==> src/rtl/ple_pkg.sv <==
// ----------------------------------------------------------------------------
// Positional list engine package
// Sizes, action and status codes, and the control signals that pass between
// the controller and the datapath.
// ----------------------------------------------------------------------------
package ple_pkg;

	localparam int DEPTH    = 64;
	localparam int IDX_W    = $clog2(DEPTH);
	localparam int CNT_W    = $clog2(DEPTH + 1);
	localparam int ACTION_W = 3;
	localparam int POS_W    = 10;
	localparam int VAL_W    = 32;
	localparam int STATUS_W = 2;
	localparam int LEN_W    = 11;

	localparam logic [ACTION_W-1:0] ACT_INS_FRONT = 3'd0;
	localparam logic [ACTION_W-1:0] ACT_INS_BACK  = 3'd1;
	localparam logic [ACTION_W-1:0] ACT_INS_POS   = 3'd2;
	localparam logic [ACTION_W-1:0] ACT_REM_FRONT = 3'd3;
	localparam logic [ACTION_W-1:0] ACT_REM_BACK  = 3'd4;
	localparam logic [ACTION_W-1:0] ACT_REM_POS   = 3'd5;

	localparam logic [STATUS_W-1:0] ST_OK     = 2'd0;
	localparam logic [STATUS_W-1:0] ST_EMPTY  = 2'd1;
	localparam logic [STATUS_W-1:0] ST_BADPOS = 2'd2;
	localparam logic [STATUS_W-1:0] ST_FULL   = 2'd3;

	typedef struct packed {
		logic load;
		logic check;
		logic take_rd;
		logic take_wr;
		logic move_rd;
		logic move_wr;
		logic put;
		logic publish;
	} ple_cmd_t;

	typedef struct packed {
		logic ins_ok;
		logic rem_ok;
		logic move_done;
	} ple_stat_t;

endpackage

==> src/rtl/ple_ctrl.sv <==
// ----------------------------------------------------------------------------
// Positional list controller
// Sequences the check, the removal read, the entry moves, the insertion
// write and the result transfer for one item at a time.
// ----------------------------------------------------------------------------
module ple_ctrl
	import ple_pkg::*;
(
	input  logic      clk,
	input  logic      arst_n,
	input  logic      req_valid,
	output logic      req_ready,
	output logic      rsp_valid,
	input  logic      rsp_ready,
	output ple_cmd_t  cmd,
	input  ple_stat_t stat
);

	typedef enum logic [7:0] {
		S_IDLE    = 8'b0000_0001,
		S_CHECK   = 8'b0000_0010,
		S_TAKE_RD = 8'b0000_0100,
		S_TAKE_WR = 8'b0000_1000,
		S_MOVE_RD = 8'b0001_0000,
		S_MOVE_WR = 8'b0010_0000,
		S_PUT     = 8'b0100_0000,
		S_RESULT  = 8'b1000_0000
	} state_t;

	state_t state_q;
	state_t state_d;
	logic   out_valid_q;
	logic   out_free;

	assign out_free  = !out_valid_q || rsp_ready;
	assign req_ready = (state_q == S_IDLE);
	assign rsp_valid = out_valid_q;

	always_comb begin
		state_d = state_q;
		cmd     = '0;
		case (state_q)
			S_IDLE: begin
				cmd.load = req_valid;
				if (req_valid) begin
					state_d = S_CHECK;
				end
			end
			S_CHECK: begin
				cmd.check = 1'b1;
				if (stat.ins_ok) begin
					state_d = S_MOVE_RD;
				end else if (stat.rem_ok) begin
					state_d = S_TAKE_RD;
				end else begin
					state_d = S_RESULT;
				end
			end
			S_TAKE_RD: begin
				cmd.take_rd = 1'b1;
				state_d     = S_TAKE_WR;
			end
			S_TAKE_WR: begin
				cmd.take_wr = 1'b1;
				state_d     = S_MOVE_RD;
			end
			S_MOVE_RD: begin
				cmd.move_rd = 1'b1;
				if (!stat.move_done) begin
					state_d = S_MOVE_WR;
				end else if (stat.ins_ok) begin
					state_d = S_PUT;
				end else begin
					state_d = S_RESULT;
				end
			end
			S_MOVE_WR: begin
				cmd.move_wr = 1'b1;
				state_d     = S_MOVE_RD;
			end
			S_PUT: begin
				cmd.put = 1'b1;
				state_d = S_RESULT;
			end
			S_RESULT: begin
				cmd.publish = out_free;
				if (out_free) begin
					state_d = S_IDLE;
				end
			end
			default: begin
				state_d = S_IDLE;
			end
		endcase
	end

	always_ff @(posedge clk or negedge arst_n) begin
		if (!arst_n) begin
			state_q     <= S_IDLE;
			out_valid_q <= 1'b0;
		end else begin
			state_q <= state_d;
			if (cmd.publish) begin
				out_valid_q <= 1'b1;
			end else if (rsp_ready) begin
				out_valid_q <= 1'b0;
			end
		end
	end

endmodule

==> config.mk <==
export PLATFORM = sky130hd
export DESIGN_NAME = ple_ctrl
export DESIGN_NICKNAME = d
export VERILOG_FILES = /design/src/rtl/ple_pkg.sv /design/src/rtl/ple_ctrl.sv
export SDC_FILE = /design/constraint.sdc
export NUM_CORES = 1
export LEC_CHECK = 0
export CAP_MARGIN = 20
export CORE_AREA = 3 3 40 42
export CTS_BUF_LIST = sky130_fd_sc_hd__clkbuf_4
export DETAILED_ROUTE_END_ITERATION = 10
export DIE_AREA = 0 0 43 45
export DONT_BUFFER_PORTS = 1
export GPL_ROUTABILITY_DRIVEN = 0
export PLACE_DENSITY = 0.62
export SKIP_LAST_GASP = 1
export SLEW_MARGIN = 5
export SYNTH_ARGS = -nofsm -noshare
export SYNTH_HDL_FRONTEND = slang
export SYNTH_SLANG_ARGS = --single-unit
==> constraint.sdc <==
create_clock -name clk -period 3.4 [get_ports clk]
set_input_delay 0.68 -clock clk [delete_from_list [all_inputs] [get_ports clk]]
set_output_delay 0.68 -clock clk [all_outputs]
set_load 0.01 [all_outputs]
### Word level (Yosys, flattened, before mapping)

Cells that the tools add are included.

* latch bits: 0
* bits in writable memories: 0
* input bits: 7
* memories kept: 0
* word-level logic and storage cells: 34
* memory bits (read-only): 0
* output and inout bits: 10
* register bits: 9

* div/mod/pow operators: 0
* shift-type cells: 0
* equal/unequal tests: 10
* reduce and logical (&&, ||, !) cells: 5
* $add $sub $neg: 0
* bitwise operators: 0
* muxes and demuxes: 17
* magnitude comparators: 0
* multipliers: 0

Operators by type and width (number)
* $pmux 8 s7: 1
* $mux 8: 6
* $mux 1: 10
* $eq 8x1->1 const B: 1
* $eq 8x2->1 const B: 1
* $eq 8x3->1 const B: 1
* $eq 8x4->1 const B: 1
* $eq 8x5->1 const B: 1
* $eq 8x6->1 const B: 1
* $eq 8x7->1 const B: 1
* $eq 8x8->1 const B: 1
* $ne 2x2->1 const B: 2
* $reduce_and 2->1: 1
* $reduce_bool 2->1: 1
* $reduce_or 2->1: 1
* $logic_not 1->1: 1
* $logic_or 1x1->1: 1

### Logic depth before layout (Yosys ltp)

* depth after elaboration: 4
* mapped depth: 5
* mapped depth without buffers: 5

### Worst setup path after synthesis

OpenSTA, ideal clock, no wires.

* path type: register to output
* from: register state_q[4]
* to: output cmd[7] in the netlist's numbering
* arrival time: 1.278 ns
* cell stages (with the launch flop): 5
* path slack: 1.442 ns
* buffers on the path: 0
* data required time: 2.720 ns
* path through: dfrtp_1 > nor4_2 > nand4b_1 > inv_1 > and2_1

RTL lines
* from (decl): RTL line ple_ctrl.sv:30 `state_t state_q;`
* from (signal assigned): RTL line ple_ctrl.sv:102 `state_q <= state_d;`
* to (decl): RTL line ple_ctrl.sv:15 `output ple_cmd_t cmd,`

==> run summary <==
Slew Viols, Final -> 0
crit-path cells -> nor4_2 > nand4b_1 > inv_1 > and2_1
Setup Skew -> 0.00122 ns
Resize count post-CTS -> 0
WP buf/inv -> 1
Final Setup Violations -> 0
HP Class -> input pin to asynchronous set/reset pin
Nets -> 61
number of synthesized flops with an enable pin -> 0
grt total ovfl -> 0
I/O Buffers -> 0
largest net degree at the start of global routing -> 10
ys flop type -> dfrtp_1
Worst EP required -> 2.72 ns
clk slew on worst S/H paths -> 0.06 ns
crit-path max FO -> 5
htree depth -> 1
vias per cell -> 5.75
Inst Count DP -> 64
Final Hold Viols -> 0
num rows -> 13
CP arrival -> 1.71 ns
Worst Setup Path Type -> flip-flop to primary output
largest area contributor in the netlist -> dfrtp_1
# diodes -> 0
most frequent cells in the layout -> nor2_1, dfrtp_1, clkbuf_4
CTS root buffer -> clkbuf_4
Least-Margin Pin Slew -> 0.451 ns
slowest CP cell -> nor4_2
FF-to-FF setup slack -> 1.66 ns
setup TNS -> 0 ns
sequential-to-total area share from yosys stat -> 0.461
I/O pins -> 17
layout cells sized above 1 -> 0.170
initial antenna violation count -> 0
synth unique cells -> 23
Max clock buf depth -> 2
Area contributors post-synth -> dfrtp_1, and4b_1, nor2_1
fin crit share -> 0.702
Peak VDD IR -> 390 uV
Synth Instances -> 49
clock sink count -> 9
die area -> 1940 um^2
syn nets -> 56
first-pass GRT wire length -> 1800 um
Max-Cap Viols -> 0
hpwl dp -> 791 um
area share of the leading cell type in the synthesized netlist -> 0.407
drt first pass iters -> 4
vias -> 391
Crit path max-delay family -> simple AND/OR/NAND/NOR gates
vias in the first global route -> 405
Pwr per Cell Area -> 665 nW/um^2
Chip Height -> 45 um
final wirelength -> 1040 um
crit path time final -> 2.39 ns
CP Launch Type -> flip-flop
Async SR Flop Fraction -> 1.00
die width -> 43 um
Post-CTS Hold Fix Bufs -> 0
Final Power -> 0.000359 W
Skew-Pair Late Insertion Delay -> 0.27 ns
CTS buffer count -> 3
postcts setup bufs -> 0
drt drc -> 0
total track usage -> 0.132
initial DRC count -> 16
slowest stage delay, CP -> 0.44 ns
initial core utilization -> 0.383
RSZ-0062 raised after global routing -> false
synthesized cell area -> 492 um^2
Placeable Area -> 1280 um^2
max_slew headroom -> 0.698
synth-to-layout area growth -> 9.92%
Fillers -> 128
Yosys reg bits -> 9
CP endpoint kind -> primary output
YS warnings -> 0
Avg WL per Cell -> 15.3 um
CTS tree -> built
status -> complete, no violations
leakage -> 0.274 nW
Final ANT Viol Nets -> 0
Final Non-Filler Cells -> 68
Syn Area/Cell -> 10.0 um^2
Max Freq -> 0.419 GHz
-- worst register-to-register path, delay by kind of cell, from the launching register on --
kind	cells	cell delay, ns
AO/OA/AOI/OAI	1	0.20
flip-flops	1	0.42
AND/OR/NAND/NOR	3	1.07
-- synth_stat cells (2+ instances only) --
cell type / instances
nand2_1: 2
nand2b_1: 2
nand4b_1: 3
inv_1: 3
nor2b_1: 2
dfrtp_1: 8
nor4_2: 2
and4b_1: 3
nor2_1: 8
and2_1: 2
nand3_1: 2
-- report_power, final --
group | leakage, nW | switching [W] | internal (W)
clock | 0.0184 | 0.0000420 | 0.0000535
sequential | 0.121 | 0.0000207 | 0.000128
combinational | 0.135 | 0.0000654 | 0.0000493
-- registers in the layout (all words and copies together), names as in the netlist --
| register | flops |
|---|---|
| rsp_valid | 1 |
| state_q | 8 |
-- metrics by stage --
stage                     worst slack (ns)  utilization  hold slack, ns  area, um^2
after floorplan                       1.44            -           0.384         492
after global placement                1.33        0.397           0.385         510
after detailed placement              1.30        0.397           0.385         510
after CTS                            0.994        0.421          0.0951         541
after global routing                 0.888        0.421          0.0914         541
final                                 1.01        0.421          0.0967         541
-- logic make-up after synthesis --
kind of cell           count (synthesis)  synth area share
AND/OR/NAND/NOR                       32             0.445
buffers and inverters                  3            0.0229
flip-flops                             9             0.461
AO/OA/AOI/OAI                          5            0.0713
-- routing by layer --
layer | vias to the layer above | routed length, um | track usage
li1 | 187 | - | -
met1 | 177 | 490 | 0.175
met2 | 22 | 396 | 0.174
met3 | 5 | 118 | 0.0398
met4 | 0 | 32 | 0.108
met5 | - | 0 | 0
-- final timing paths --
| check | depth (start not counted) | to | start |
|---|---|---|---|
| max in group asynchronous | 0 | state_q[0] | arst_n |
| min in group clk | 1 | state_q[5] | stat[0] |
| min | 0 | state_q[2] | arst_n |
| max reg2reg | 4 | state_q[0] | state_q[1] |
| max | 4 | cmd[7] | state_q[4] |
| min reg2reg | 2 | rsp_valid | rsp_valid |
-- layout make-up --
class | instances | area, um^2 | area share
multi-input cells | 37 | 254 | 0.470
flip-flops and latches | 9 | 226 | 0.419
clock buffers | 4 | 30.0 | 0.0556
well taps | 15 | 18.8 | 0.0347
inverters | 3 | 11.3 | 0.0208
Power figures use the tool's default switching activity.
