`src/rtl/ple_pkg.sv`:
```
// ----------------------------------------------------------------------------
// Positional list engine package
// Sizes, action and status codes, and the control signals that pass between
// the controller and the datapath.
// ----------------------------------------------------------------------------
package ple_pkg;

	localparam int DEPTH    = 64;
	localparam int IDX_W    = $clog2(DEPTH);
	localparam int CNT_W    = $clog2(DEPTH + 1);
	localparam int ACTION_W = 3;
	localparam int POS_W    = 10;
	localparam int VAL_W    = 32;
	localparam int STATUS_W = 2;
	localparam int LEN_W    = 11;

	localparam logic [ACTION_W-1:0] ACT_INS_FRONT = 3'd0;
	localparam logic [ACTION_W-1:0] ACT_INS_BACK  = 3'd1;
	localparam logic [ACTION_W-1:0] ACT_INS_POS   = 3'd2;
	localparam logic [ACTION_W-1:0] ACT_REM_FRONT = 3'd3;
	localparam logic [ACTION_W-1:0] ACT_REM_BACK  = 3'd4;
	localparam logic [ACTION_W-1:0] ACT_REM_POS   = 3'd5;

	localparam logic [STATUS_W-1:0] ST_OK     = 2'd0;
	localparam logic [STATUS_W-1:0] ST_EMPTY  = 2'd1;
	localparam logic [STATUS_W-1:0] ST_BADPOS = 2'd2;
	localparam logic [STATUS_W-1:0] ST_FULL   = 2'd3;

	typedef struct packed {
		logic load;
		logic check;
		logic take_rd;
		logic take_wr;
		logic move_rd;
		logic move_wr;
		logic put;
		logic publish;
	} ple_cmd_t;

	typedef struct packed {
		logic ins_ok;
		logic rem_ok;
		logic move_done;
	} ple_stat_t;

endpackage

```
`src/rtl/ple_ram.sv`:
```
// ----------------------------------------------------------------------------
// Generic RAM
// One write port and one read port with registered read data.
// ----------------------------------------------------------------------------
module ple_ram #(
	parameter int WIDTH = 32,
	parameter int DEPTH = 64
) (
	input  logic                     clk,
	input  logic                     we,
	input  logic [$clog2(DEPTH)-1:0] waddr,
	input  logic [WIDTH-1:0]         wdata,
	input  logic                     re,
	input  logic [$clog2(DEPTH)-1:0] raddr,
	output logic [WIDTH-1:0]         rdata
);

	logic [WIDTH-1:0] mem_q [DEPTH];

	always_ff @(posedge clk) begin
		if (we) begin
			mem_q[waddr] <= wdata;
		end
		if (re) begin
			rdata <= mem_q[raddr];
		end
	end

endmodule

```
`src/rtl/ple_datapath.sv`:
```
// ----------------------------------------------------------------------------
// Positional list datapath
// Holds the current item, the entry count and the entry store, checks each
// action and moves entries one place at a time under controller command.
// ----------------------------------------------------------------------------
module ple_datapath
	import ple_pkg::*;
(
	input  logic                    clk,
	input  logic                    arst_n,
	input  logic [ACTION_W-1:0]     req_action,
	input  logic [POS_W-1:0]        req_position,
	input  logic signed [VAL_W-1:0] req_value_in,
	input  ple_cmd_t                cmd,
	output ple_stat_t               stat,
	output logic [STATUS_W-1:0]     rsp_status,
	output logic signed [VAL_W-1:0] rsp_value_out,
	output logic [LEN_W-1:0]        rsp_length
);

	logic [ACTION_W-1:0] action_q;
	logic [POS_W-1:0]    pos_q;
	logic [VAL_W-1:0]    val_q;
	logic [CNT_W-1:0]    count_q;
	logic [CNT_W-1:0]    at_q;
	logic [CNT_W-1:0]    idx_q;
	logic                dir_q;
	logic [STATUS_W-1:0] status_q;
	logic [VAL_W-1:0]    taken_q;
	logic [STATUS_W-1:0] out_status_q;
	logic [VAL_W-1:0]    out_value_q;
	logic [LEN_W-1:0]    out_length_q;

	logic [LEN_W-1:0]    count_ext;
	logic [LEN_W-1:0]    at_c;
	logic                is_ins;
	logic                is_rem;
	logic [STATUS_W-1:0] status_c;

	logic                ram_we;
	logic [IDX_W-1:0]    ram_waddr;
	logic [VAL_W-1:0]    ram_wdata;
	logic                ram_re;
	logic [IDX_W-1:0]    ram_raddr;
	logic [VAL_W-1:0]    ram_rdata;
	logic [CNT_W-1:0]    idx_dn;
	logic [CNT_W-1:0]    idx_up;

	assign count_ext = LEN_W'(count_q);
	assign idx_dn    = CNT_W'(idx_q - CNT_W'(1));
	assign idx_up    = CNT_W'(idx_q + CNT_W'(1));

	always_comb begin
		is_ins = 1'b0;
		is_rem = 1'b0;
		at_c   = '0;
		case (action_q)
			ACT_INS_FRONT: begin
				is_ins = 1'b1;
			end
			ACT_INS_BACK: begin
				is_ins = 1'b1;
				at_c   = count_ext;
			end
			ACT_INS_POS: begin
				is_ins = 1'b1;
				at_c   = LEN_W'(pos_q);
			end
			ACT_REM_FRONT: begin
				is_rem = 1'b1;
			end
			ACT_REM_BACK: begin
				is_rem = 1'b1;
				at_c   = LEN_W'(count_ext - LEN_W'(1));
			end
			ACT_REM_POS: begin
				is_rem = 1'b1;
				at_c   = LEN_W'(pos_q);
			end
			default: begin
				at_c = '0;
			end
		endcase
	end

	always_comb begin
		status_c = ST_OK;
		if (is_ins) begin
			if (at_c > count_ext) begin
				status_c = ST_BADPOS;
			end else if (count_ext == LEN_W'(DEPTH)) begin
				status_c = ST_FULL;
			end
		end else if (is_rem) begin
			if (count_q == '0) begin
				status_c = ST_EMPTY;
			end else if (at_c >= count_ext) begin
				status_c = ST_BADPOS;
			end
		end
	end

	assign stat.ins_ok    = is_ins && (status_c == ST_OK);
	assign stat.rem_ok    = is_rem && (status_c == ST_OK);
	assign stat.move_done = dir_q ? (idx_q == at_q) : (idx_up == count_q);

	assign ram_re    = cmd.take_rd || (cmd.move_rd && !stat.move_done);
	assign ram_raddr = cmd.take_rd ? at_q[IDX_W-1:0]
		: (dir_q ? idx_dn[IDX_W-1:0] : idx_up[IDX_W-1:0]);
	assign ram_we    = cmd.move_wr || cmd.put;
	assign ram_waddr = idx_q[IDX_W-1:0];
	assign ram_wdata = cmd.put ? val_q : ram_rdata;

	ple_ram #(
		.WIDTH (VAL_W),
		.DEPTH (DEPTH)
	) u_ram (
		.clk   (clk),
		.we    (ram_we),
		.waddr (ram_waddr),
		.wdata (ram_wdata),
		.re    (ram_re),
		.raddr (ram_raddr),
		.rdata (ram_rdata)
	);

	always_ff @(posedge clk) begin
		if (cmd.load) begin
			action_q <= req_action;
			pos_q    <= req_position;
			val_q    <= req_value_in;
		end
		if (cmd.check) begin
			status_q <= status_c;
			dir_q    <= is_ins;
			at_q     <= at_c[CNT_W-1:0];
			idx_q    <= is_ins ? count_q : at_c[CNT_W-1:0];
			taken_q  <= '0;
		end
		if (cmd.take_wr) begin
			taken_q <= ram_rdata;
		end
		if (cmd.move_wr) begin
			idx_q <= dir_q ? idx_dn : idx_up;
		end
		if (cmd.publish) begin
			out_status_q <= status_q;
			out_value_q  <= taken_q;
			out_length_q <= count_ext;
		end
	end

	always_ff @(posedge clk or negedge arst_n) begin
		if (!arst_n) begin
			count_q <= '0;
		end else if (cmd.put) begin
			count_q <= CNT_W'(count_q + CNT_W'(1));
		end else if (cmd.move_rd && stat.move_done && !dir_q) begin
			count_q <= CNT_W'(count_q - CNT_W'(1));
		end
	end

	assign rsp_status    = out_status_q;
	assign rsp_value_out = out_value_q;
	assign rsp_length    = out_length_q;

endmodule

```
`config.mk`:
```
export PLATFORM = sky130hd
export DESIGN_NAME = ple_datapath
export DESIGN_NICKNAME = d
export VERILOG_FILES = /design/src/rtl/ple_pkg.sv /design/src/rtl/ple_ram.sv /design/src/rtl/ple_datapath.sv
export SDC_FILE = /design/constraint.sdc
export NUM_CORES = 2
export LEC_CHECK = 0
export BUFFER_PORTS_ARGS = -buffer_cell sky130_fd_sc_hd__buf_2
export CAP_MARGIN = 20
export CORE_MARGIN = 2
export CORE_UTILIZATION = 50
export CTS_BUF_LIST = sky130_fd_sc_hd__clkbuf_8
export CTS_CLUSTER_DIAMETER = 40
export DETAILED_ROUTE_END_ITERATION = 8
export GPL_TIMING_DRIVEN = 1
export PLACE_DENSITY = 0.64
export SETUP_SLACK_MARGIN = 0.3
export SLEW_MARGIN = 20
export SYNTH_ARGS = -nofsm -noshare
export SYNTH_HDL_FRONTEND = slang
export SYNTH_HIERARCHICAL = 1
export SYNTH_SLANG_ARGS = --single-unit
```
`constraint.sdc`:
```
create_clock -name clk -period 3.8 [get_ports clk]
set_input_delay 0.38 -clock clk [delete_from_list [all_inputs] [get_ports clk]]
set_output_delay 0.38 -clock clk [all_outputs]
set_load 0.005 [all_outputs]
```
# Word level (Yosys, flattened, before mapping)
# Memory sizes are Yosys's and may differ from the RTL's. A register that Yosys moved wholly into a read port is not among the register bits.
# Cells that the tools add are included.
# totals
elab_cells,69
ff_bits,142
output_inout_bits,48
input_bits,55
mem_count,1
ram_bits,2048
# op_classes
n_reduce_logical,18
eq_ne,8
muxes,23
magnitude_cmp,2
add_sub_neg,5
# mem_list
name,depth,width,read_ports,rd_ports_with_merged_regs,write_ports,line,text
u_ram.mem_q,64,32,1,1,1,ple_ram.sv:18,logic [WIDTH-1:0] mem_q [DEPTH];
# ops
operator,n
32-bit 2-to-1 mux,3
7-bit 2-to-1 mux,6
11-bit one-hot mux with 3 select lines,1
"7-bit by 1-bit adder with 7-bit output, second input constant",2
7-bit equality test,2
"7-bit by 1-bit subtractor with 7-bit output, second input constant",2
2-bit 2-to-1 mux,6
6-bit 2-to-1 mux,2
11-bit by 7-bit >= comparator with 1-bit output,1
11-bit by 7-bit > comparator with 1-bit output,1
"7-bit by 1-bit subtractor with 8-bit output, second input constant",1
"7-bit equality test, second input constant",1
7-bit logical NOT,1
"3-bit by 2-bit equality test with 1-bit output, second input constant",2
"3-bit equality test, second input constant",2
2-bit nonzero test,3
3-bit OR reduction,2
1-bit logical AND,5
1-bit 2-to-1 mux,5
"3-bit by 1-bit equality test with 1-bit output, second input constant",1
3-bit logical NOT,1
1-bit logical NOT,2
2-bit logical NOT,1
1-bit logical OR,2
2-bit OR reduction,1

# Longest topological paths before layout
# logic_depth
ltp_word,10
depth_mapped,15
depth_no_buf,14

# Modules after synthesis
# The synthesis kept the hierarchy.
# modules_own_cells
mod,area_per_inst_um2,cells_each,instances
ple_ram,78835.6,3324,1
ple_datapath,6618.8,478,1

# Least setup slack after synthesis
# Ideal clock, no wire load.
# synth_path
path_type,in2reg
from,input port cmd[1] (netlist bit)
to,"memory u_ram.mem_q[48][0], enable pin"
path_slack_ns,-0.525
arrival_ns,3.864
n_path_buf,2
cell_stages,7
setup_ns,0.461
cell_sequence,buf_2 -> buf_1 -> inv_1 -> nand2_1 -> nor2b_1 -> nand4b_1 -> nor3_1
# synth_via
elab_chain_len,3
# synth_lines
item,line,text
"start, declared",ple_datapath.sv:14,"input ple_cmd_t cmd,"
1-bit logical OR,ple_datapath.sv:110,assign ram_we = cmd.move_wr || cmd.put;
net ram_we,ple_datapath.sv:40,logic ram_we;
1-bit 2-to-1 mux,ple_ram.sv:21,if (we) begin
1-bit 2-to-1 mux (implied by the code),ple_ram.sv:22,mem_q[waddr] <= wdata;
"end, declared",ple_ram.sv:18,
# The timed path passes the listed nets, and every way through them passes these cells.

==> results.yml <==
status:
  status: "finished, violations left"
  violations: "negative setup slack"
power:
  intPower_mw: 46.11
  combPwrFrac_pct: 24.5
  power_frac_seq_pct: 47.1
  power.density_nw_per_um2: 659.5
  ir_drop_mv: 0.4345
  leakagePower_nw: 32.35
  power_mw: 65.77
  swShare_pct: 29.89
  switching_power_mw: 19.66
  p_clk_share_pct: 28.4
route:
  drt.antenna.violating_nets: 0
  drtIter0Drc: 5765
  num_vias: 43310
  drc: 0
  viasPerCell: 6.201
  wl_mm: 224.8
  avgRoutedWirePerCell_um: 32.18
  drt_pass1_iterations: 6
final_layout:
  syn2layout_area_growth_pct: 16.70
  stdcell_count: 6985
  nets: 4586
  layout-drive-gt1-share_pct: 34.10
  seqCellArea_sq_um: 66690
  num-fill-cells: 12130
  multi_input_area_sq_um: 18650
timing:
  finalCritPeriodShare_pct: 110.1
  final.setup.tns_ps: -957.8
  timing.fmax_mhz: 238.9
  rsz0062_at_grt: "yes"
  skew_ps: 53.69
  hold_viol: 0
  setup_slack_ps: -385.3
  finalSetupViolCount: 3
  max_slew_margin_pct: 23.93
  worst_pin_slew_ps: 1141
  fin_crit_ps: 4185
  slew_violations: 0
floorplan:
  core_sq_um: 169700
  fp.dieW_um: 417.4
  fp.dieH_um: 417.4
  num_io_pins: 103
  row_count: 151
  dieArea_sq_um: 174200
  start_util_pct: 50.37
logic_synthesis:
  ys_seq_area_share_pct: 78.04
  syn-cell-area_sq_um: 85450
  synth_largest_area_cell: "edfxtp_1"
  syn_inst: 3802
  synth.area.top_cells: "edfxtp_1 (78%), mux4_2 (14%), mux2i_1 (1.2%), nor2_1 (0.67%), o22ai_1 (0.64%)"
  synth.most_common_cell: "edfxtp_1"
  yosys-top-cells-count: "edfxtp_1 (2,215), mux4_2 (544), nor2_1 (153), mux2i_1 (100), o22ai_1 (88)"
  syn_area_per_cell_sq_um: 22.48
  synth_edf_count: 2215
  ys_warn_count: 6
  synth-async-reset-ratio_pct: 0.3150
  synthFlopType: "edfxtp_1"
  ys_types: 67
  synth_top_cell_area_share_pct: 77.84
  ys_ff_latch: 2222
global_routing:
  overflow: 0
  busiest_layer: "met2"
  grt_first_pass_wirelength_mm: 316.1
  antenna_found_initial: 16
  grt_pass1_vias: 43310
  met2_usage_pct: 41.33
  grt_usage_pct: 25.78
  gr-usage-met3_pct: 5.089
  grt_max_degree: 65
  use_met1_pct: 35.76
worst_setup_path:
  cp_top_family: "compound AO/OA/AOI/OAI gates"
  critPathLaunchType: "flip-flop"
  worst-path-buf-inv: 1
  crit_slowest_cell: "or3_4"
  critical-path-max-stage-delay_ps: 410
  cp_max_fo: 3
  required_ps: 3420
  critPathCaptureType: "primary output"
  path_cells: "or3_4 -> nor3_4 -> xnor2_1 -> o21ai_1 -> nand2_1 -> o21ai_2 -> ha_4 -> a21o_1 -> a21oi_2 -> a21oi_1 -> a21bo_2 -> o22ai_1 -> and3_1 -> buf_2"
  crit_type: "reg -> out"
  reg2reg_slack_ps: -240
  cp.arrival_ps: 3810
clock_network:
  cts.path.max_buffers: 4
  clk_pin_slew_ps: 60
  root_buffer: "clkbuf_8"
  htree_num_levels: 5
  clock_latency_ps: 1040
  cts_tree: "built"
  cts_buffers: 365
  cts_sinks: 2222
place:
  dpl.cell_count: 6213
  io_buffers: 98
  dp_hpwl_mm: 127.4
  globalplace.congestion: 0.8566
worst_hold_path:
  hp-class: "in -> reg"
run:
  maxCapViolations: 0
-- cells in the final DEF (no fill, tap or decap), types with 55 or more instances in the layout --
cell	instances
edfxtp_1	2215
o22ai_1	68
clkbuf_8	373
nor2_1	87
buf_12	55
mux2i_1	97
dlygate4sd3_1	77
mux4_2	544
a21oi_1	76
clkinv_1	81
buf_4	285
buf_2	98
inv_1	129
nor2_4	64
-- per-stage QoR --
step / cell area (sq um) / hold WS (ps) / util (%) / setup slack, ps
4_1_cts: 99160 / 0.2497 / 58.45 / -382.2
3_3_place_gp: 91200 / 221.3 / 53.76 / -332.3
5_1_grt: 99710 / 28.03 / 58.77 / -588.6
3_5_place_dp: 91200 / 220.0 / 53.76 / -368.2
6_report: 99720 / 81.06 / 58.78 / -385.3
2_1_floorplan: 85500 / 84.41 / - / 226.7
-- metal layers --
layer	vias up	share of wire (%)
li1	17540	-
met1	23040	39
met2	2308	48
met3	430	9.5
met4	4	3.5
met5	-	0.011
-- flip-flops by register name, summed over array words and instances, names as in the netlist --
register       flops
val_q             32
status_q           2
u_ram/mem_q     2048
action_q           3
at_q               7
rsp_value_out     32
count_q            7
pos_q             10
taken_q           32
rsp_length         7
u_ram/rdata       32
idx_q              7
dir_q              1
rsp_status         2
-- cell type report --
class | instances | share of cell area [%]
Timing Repair Buffer | 556 | 5.212
Sequential cell | 2222 | 66.88
Antenna cell | 11 | 0.02760
Tap cell | 2218 | 2.783
Clock inverter | 236 | 1.191
Clock buffer | 373 | 5.148
Inverter | 17 | 0.06399
Multi-Input combinational cell | 1352 | 18.70
-- power by group through the flow --
| stage | logic (mW) | clock network, mW | registers (mW) |
|---|---|---|---|
| final | 16.1 | 18.7 | 31.0 |
| after global routing | 16.8 | 20.1 | 31.0 |
| after CTS | 15.5 | 19.0 | 31.0 |
| after detailed placement | 14.8 | 0 | 31.4 |
| after global placement | 14.6 | 0 | 31.4 |
| after floorplan | 8.23 | 0 | 31.0 |
-- logic make-up (layout without fill, tap and decap cells) --
kind of cell | Yosys count | after routing | share of synthesized area (%)
XOR/XNOR | 33 | 33 | 0.3470
other | 1 | 15 | 0.004388
adder cells (fa/ha/maj) | 17 | 17 | 0.2577
buffers and inverters | 232 | 1182 | 1.331
multiplexers | 679 | 680 | 15.97
flip-flops | 2222 | 2222 | 78.04
AO/OA/AOI/OAI | 282 | 282 | 2.138
AND/OR/NAND/NOR | 336 | 336 | 1.908
-- repair_timing --
| item | in CTS | in global routing |
|---|---|---|
| cloned | 4 | 5 |
| pin swaps | 15 | 17 |
| resized for setup | 63 | 63 |
| endpoints found under the setup margin | 34 | 35 |
| hold buffers | 77 | 0 |
| buffers inserted | 53 | 13 |
| endpoints found under the hold margin | 114 | 0 |
-- path summary, 6_finish.rpt --
check | startpoint | to | cells after the start
worst max-delay path | count_q[0]$_DFFE_PN0P_ | stat[1] | 14
worst min-delay path | req_value_in[11] | val_q[11]$_DFFE_PP_ | 2
worst max register to register | count_q[0]$_DFFE_PN0P_ | idx_q[5]$_DFFE_PP_ | 28
worst min register to register | taken_q[7]$_SDFFCE_PN0P_ | rsp_value_out[7]$_DFFE_PP_ | 0
max in group asynchronous | arst_n | count_q[4]$_DFFE_PN0P_ | 3
min in group asynchronous | arst_n | count_q[6]$_DFFE_PN0P_ | 3
Note: power is estimated with default switching activity, not from simulation.
